## src/assert_macros.svh

```systemverilog
// Assertion macros for the RTL of the decoder.
`ifndef ASSERT_MACROS_SVH
`define ASSERT_MACROS_SVH

`ifndef NO_ASSERTIONS

// Same-cycle implication, checked outside reset.
`define ASSERT_IMPLIES(label, clk, rst_n, cond, expr) \
    label: assert property (@(posedge clk) disable iff (!rst_n) (cond) |-> (expr)) \
        else $error("assertion failed");

// Next-cycle implication, checked outside reset.
`define ASSERT_NEXT(label, clk, rst_n, cond, expr) \
    label: assert property (@(posedge clk) disable iff (!rst_n) (cond) |=> (expr)) \
        else $error("assertion failed");

`else

`define ASSERT_IMPLIES(label, clk, rst_n, cond, expr)
`define ASSERT_NEXT(label, clk, rst_n, cond, expr)

`endif

`endif

```

## src/utf8d_ram.sv

```systemverilog
// Generic single-write, single-read RAM with registered read data.
`default_nettype none

module utf8d_ram #(
    parameter int WIDTH = 8,
    parameter int DEPTH = 256
) (
    input  wire logic                     clk,
    input  wire logic                     we,
    input  wire logic [$clog2(DEPTH)-1:0] waddr,
    input  wire logic [WIDTH-1:0]         wdata,
    input  wire logic [$clog2(DEPTH)-1:0] raddr,
    output logic      [WIDTH-1:0]         rdata
);

    logic [WIDTH-1:0] mem [DEPTH];
    logic [WIDTH-1:0] rdata_reg;

    // Write port.
    always_ff @(posedge clk)
    begin
        if (we)
        begin
            mem[waddr] <= wdata;
        end
    end

    // Registered read port.
    always_ff @(posedge clk)
    begin
        rdata_reg <= mem[raddr];
    end

    assign rdata = rdata_reg;

endmodule

`default_nettype wire

```

## config.mk

```make
export PLATFORM = sky130hd
export DESIGN_NAME = utf8d_ram
export DESIGN_NICKNAME = d
export VERILOG_FILES = /design/src/assert_macros.svh /design/src/utf8d_ram.sv
export SDC_FILE = /design/constraint.sdc
export NUM_CORES = 2
export LEC_CHECK = 0
export ABC_AREA = 1
export BUFFER_PORTS_ARGS = -buffer_cell sky130_fd_sc_hd__buf_4
export CAP_MARGIN = 40
export CORE_ASPECT_RATIO = 1.2
export CORE_MARGIN = 2
export CORE_UTILIZATION = 45
export CTS_BUF_LIST = sky130_fd_sc_hd__clkbuf_4 sky130_fd_sc_hd__clkbuf_8
export DETAILED_ROUTE_END_ITERATION = 8
export PLACE_DENSITY = 0.65
export REMOVE_ABC_BUFFERS = 1
export SKIP_LAST_GASP = 1
export SLEW_MARGIN = 20
export SYNTH_ARGS = -nofsm -noshare
export SYNTH_HDL_FRONTEND = slang
export SYNTH_SLANG_ARGS = --single-unit
```

## constraint.sdc

```tcl
create_clock -name clk -period 3.55 [get_ports clk]
set_input_delay 0.5325 -clock clk [delete_from_list [all_inputs] [get_ports clk]]
set_output_delay 0.5325 -clock clk [all_outputs]
set_load 0.05 [all_outputs]
```

Yosys cells after proc, flatten, opt, wreduce, memory -nomap -nowiden
Memory sizes are Yosys's and may differ from the RTL's. A register that Yosys moved wholly into a read port is not among the register bits.
Cells that the tools add are included.

operators by class
  multiplexer cells = 2

operators by type and width
  kind    count
  $mux 1  2

word-level totals
  memories kept = 1
  input port bits = 26
  logic and storage cells = 3
  memory bits (writable) = 2048
  register bits = 0

memory list
  name  words  width  read ports  clocked after Yosys merged registers in  wr ports  RTL line         source
  mem   256    8      1           1                                        1         utf8d_ram.sv:16  logic [WIDTH-1:0] mem [DEPTH];

Longest topological paths before layout
  depth in word-level cells = 2
  depth in mapped cells = 15
  depth with buffers taken out = 11

Least setup slack after synthesis
No wires, ideal clock.

  path type = in2reg
  from = input we
  to = memory mem[162][0] (enable)
  path buffers = 2
  slack = 1.526 ns
  cell stages on the path = 4
  data required time = 3.180 ns
  setup time = 0.370 ns
  arrival = 1.654 ns
  cell sequence = clkbuf_1 nand3_1 clkbuf_1 nor2_1

between the ends
  cells in the longest elaborated chain, start to end = 2

ends and longest elaborated chain
  item                          RTL line         source
  from (decl)                   utf8d_ram.sv:9   input wire logic we,
  $mux 1                        utf8d_ram.sv:22  if (we)
  $mux 1 (not written as such)  utf8d_ram.sv:24  mem[waddr] <= wdata;
  to (decl)                     utf8d_ram.sv:16

No other way between the ends.

Final worst setup path
  from = register rdata_reg[7] (netlist: rdata[7]) (read register of mem)
  to = output rdata[7]

RTL lines
  item         RTL line         source
  from (decl)  utf8d_ram.sv:17  logic [WIDTH-1:0] rdata_reg;
  to (decl)    utf8d_ram.sv:13  output logic [WIDTH-1:0] rdata

No word-level cell between the ends.

==> qor.csv <==
metric,value,unit
clk sink count,2056,
Initial Util,45.2,%
Worst Reg-to-Reg Cells,10,
largest net degree at the start of global routing,111,
Longest Clk Path Bufs,4,
Placed Cells,9322,
"non-filler cells, final",9889,
Placer Congestion,0.891,
number of distinct library cells after synthesis,14,
status,completed,
max_cap viols,0,
Hold EP,mem[202][7],
CTS tree,built,
"commonest non-fill, non-tap cells in the layout","nand2_1, edfxtp_1, nand3_1, clkbuf_8, buf_4",
met2 Use GR,39.5,%
"Req. time, crit path",3.02,ns
"FF+latch count, synth",2056,
Worst path slowest cell,dfxtp_1,
HP Class,in2reg,
"CTS clk-pin slew, worst paths",0.06,ns
Area growth syn-to-layout,12.3,%
H-tree depth,5,
final worst path period share,69.4,%
CP startpoint kind,register,
critical-path maximum fanout,1,
hold path start,wdata[7],
Crit Reg-Reg Startpoint,mem[251][4],
gr usage total,24.3,%
met1 GRT Util,31.8,%
IO buf count,33,
share of layout cells above drive strength 1,11.2,%
Die Area,189000,um^2
Slew Limit Fails,0,
Highest Clock Rate,0.406,GHz
first-pass GRT wire length,344,mm
initial antenna violation count,14,
CP top delay family,flip-flops,
fin area,93600,um^2
root buf cell,clkbuf_8,
Die Span Y,476,um
PwrDens,522,nW/um^2
skew final,0.0680,ns
CP endpoint kind,output port,
CTS Buf Count,319,
Worst Tran Pin Value,0.949,ns
flop-to-flop setup slack,1.55,ns
DRT iter0 DRCs,6717,
Core ar.,185000,um^2
remaining antenna violation count,0,
final hold violation count,0,
dpl hpwl,136,mm
final net count,7245,
share of the synthesized area in the top cell type,73.7,%
Fillers,15690,
DR pass1 iterations,8,
Leak Pwr,32.9,nW
Setup CP Type,reg2out,
fin crit period,2.46,ns
syn_area_per_cell,11.9,um^2
vias in the first global route,53578,
"top cells by area, synth","edfxtp_1, nand3_1, nand2_1",
gr ovfl total,0,
register area,61700,um^2
worst path buffer plus inverter count,1,
Via density,5.69,
"commonest non-fill, non-tap cell in the layout",nand2_1,
CP max stage delay,0.60,ns
VDD IR max,0.403,mV
max reg flops,2048,
Ports,34,
RSZ-0062 raised after global routing,no,
GR peak layer,met2,
crit path DAT,1.93,ns
Placed Area,87500,um^2
RR Endpoint,rdata[4],
hold depth,1,
YS warnings,0,
top cell type by total area after synthesis,edfxtp_1,
DR WL/cell,23.5,um
DR DRC count,0,
worst path cell trace,buf_4,
Post-Syn Area,83400,um^2
grt met3 use,4.32,%
Max-slew headroom,36.7,%
via count,56253,
multi-input logic area,19100,um^2
FP Rows,173,
final setup fails,0,
final WL,232,mm
worst skew pair latency,1.05,ns
synthesized netlist cell count,7003,
sequential share of the synthesized area,73.9,%
Die Width,397,um
## report_power, final
group / internal [mW] / switching [mW]
combinational: 0.811 / 2.39
clock: 9.91 / 8.95
sequential: 26.8 / 0.0434
## cells in the mapped netlist
cell type	number
buf_8	1
inv_2	2
nand2_1	2123
buf_1	40
buf_4	46
inv_1	36
clkbuf_1	112
buf_2	268
inv_4	1
edfxtp_1	2048
dfxtp_1	8
buf_6	16
nand3_1	2019
nor2_1	283
## per-layer routing
metal  part of all wire (%)  up-vias
li1                       -    25296
met1                     38    27542
met2                     48     2856
met3                    9.0      543
met4                    4.6       16
met5                  0.048        -
## final cells by class
cell class                 count  share of cell area (%)
sequential                  2056                    65.9
multi-input combinational   4425                    20.4
clock buffer                 413                    5.48
timing repair buffer         378                    3.95
tap                         2450                    3.27
clock inverter               124                   0.803
inverter                      39                   0.192
antenna                        4                  0.0107
## per-stage QoR
| stage | util [%] | hold slack [ns] | setup TNS (ns) | worst slack, ns | power (mW) |
|---|---|---|---|---|---|
| 6_report | 50.7 | 0.0746 | 0 | 1.09 | 48.9 |
| 5_1_grt | 50.7 | 0.0888 | 0 | 1.06 | 50.3 |
| 4_1_cts | 50.6 | 0.0190 | 0 | 0.991 | 49.1 |
| 3_5_place_dp | 47.4 | 0.936 | 0 | 0.381 | 30.5 |
| 3_3_place_gp | 47.4 | 0.945 | 0 | 0.444 | 30.4 |
| 2_1_floorplan | - | 0.631 | -21.00 | -2.63 | 28.7 |
## worst max-delay path by stage
stage	from	endpoint	slack, ns	depth (start not counted)
after floorplan	raddr[0]	rdata[7]	-2.63	11
after global placement	raddr[0]	rdata[5]	0.44	13
after detailed placement	raddr[0]	rdata[5]	0.38	13
after CTS	rdata[5]	rdata[5]	0.99	1
after global routing	rdata[7]	rdata[7]	1.06	1
final	rdata[7]	rdata[7]	1.09	1
## cells by family (layout without fill, tap and decap cells)
kind of cell	count (synthesis)	count (layout)	synth area share, %
AND/OR/NAND/NOR	4425	4425	22.9
other	0	4	0
buffers and inverters	522	954	3.12
flip-flops	2056	2056	73.9
## repair_timing
| item | in CTS | in global routing |
|---|---|---|
| setup endpoints to repair | 0 | 0 |
| endpoints found under the hold margin | 242 | 0 |
| setup buffers | 0 | 0 |
| resized for setup | 0 | 0 |
| hold buffers | 8 | 0 |
No activity file was read; power rests on OpenSTA's default activity.
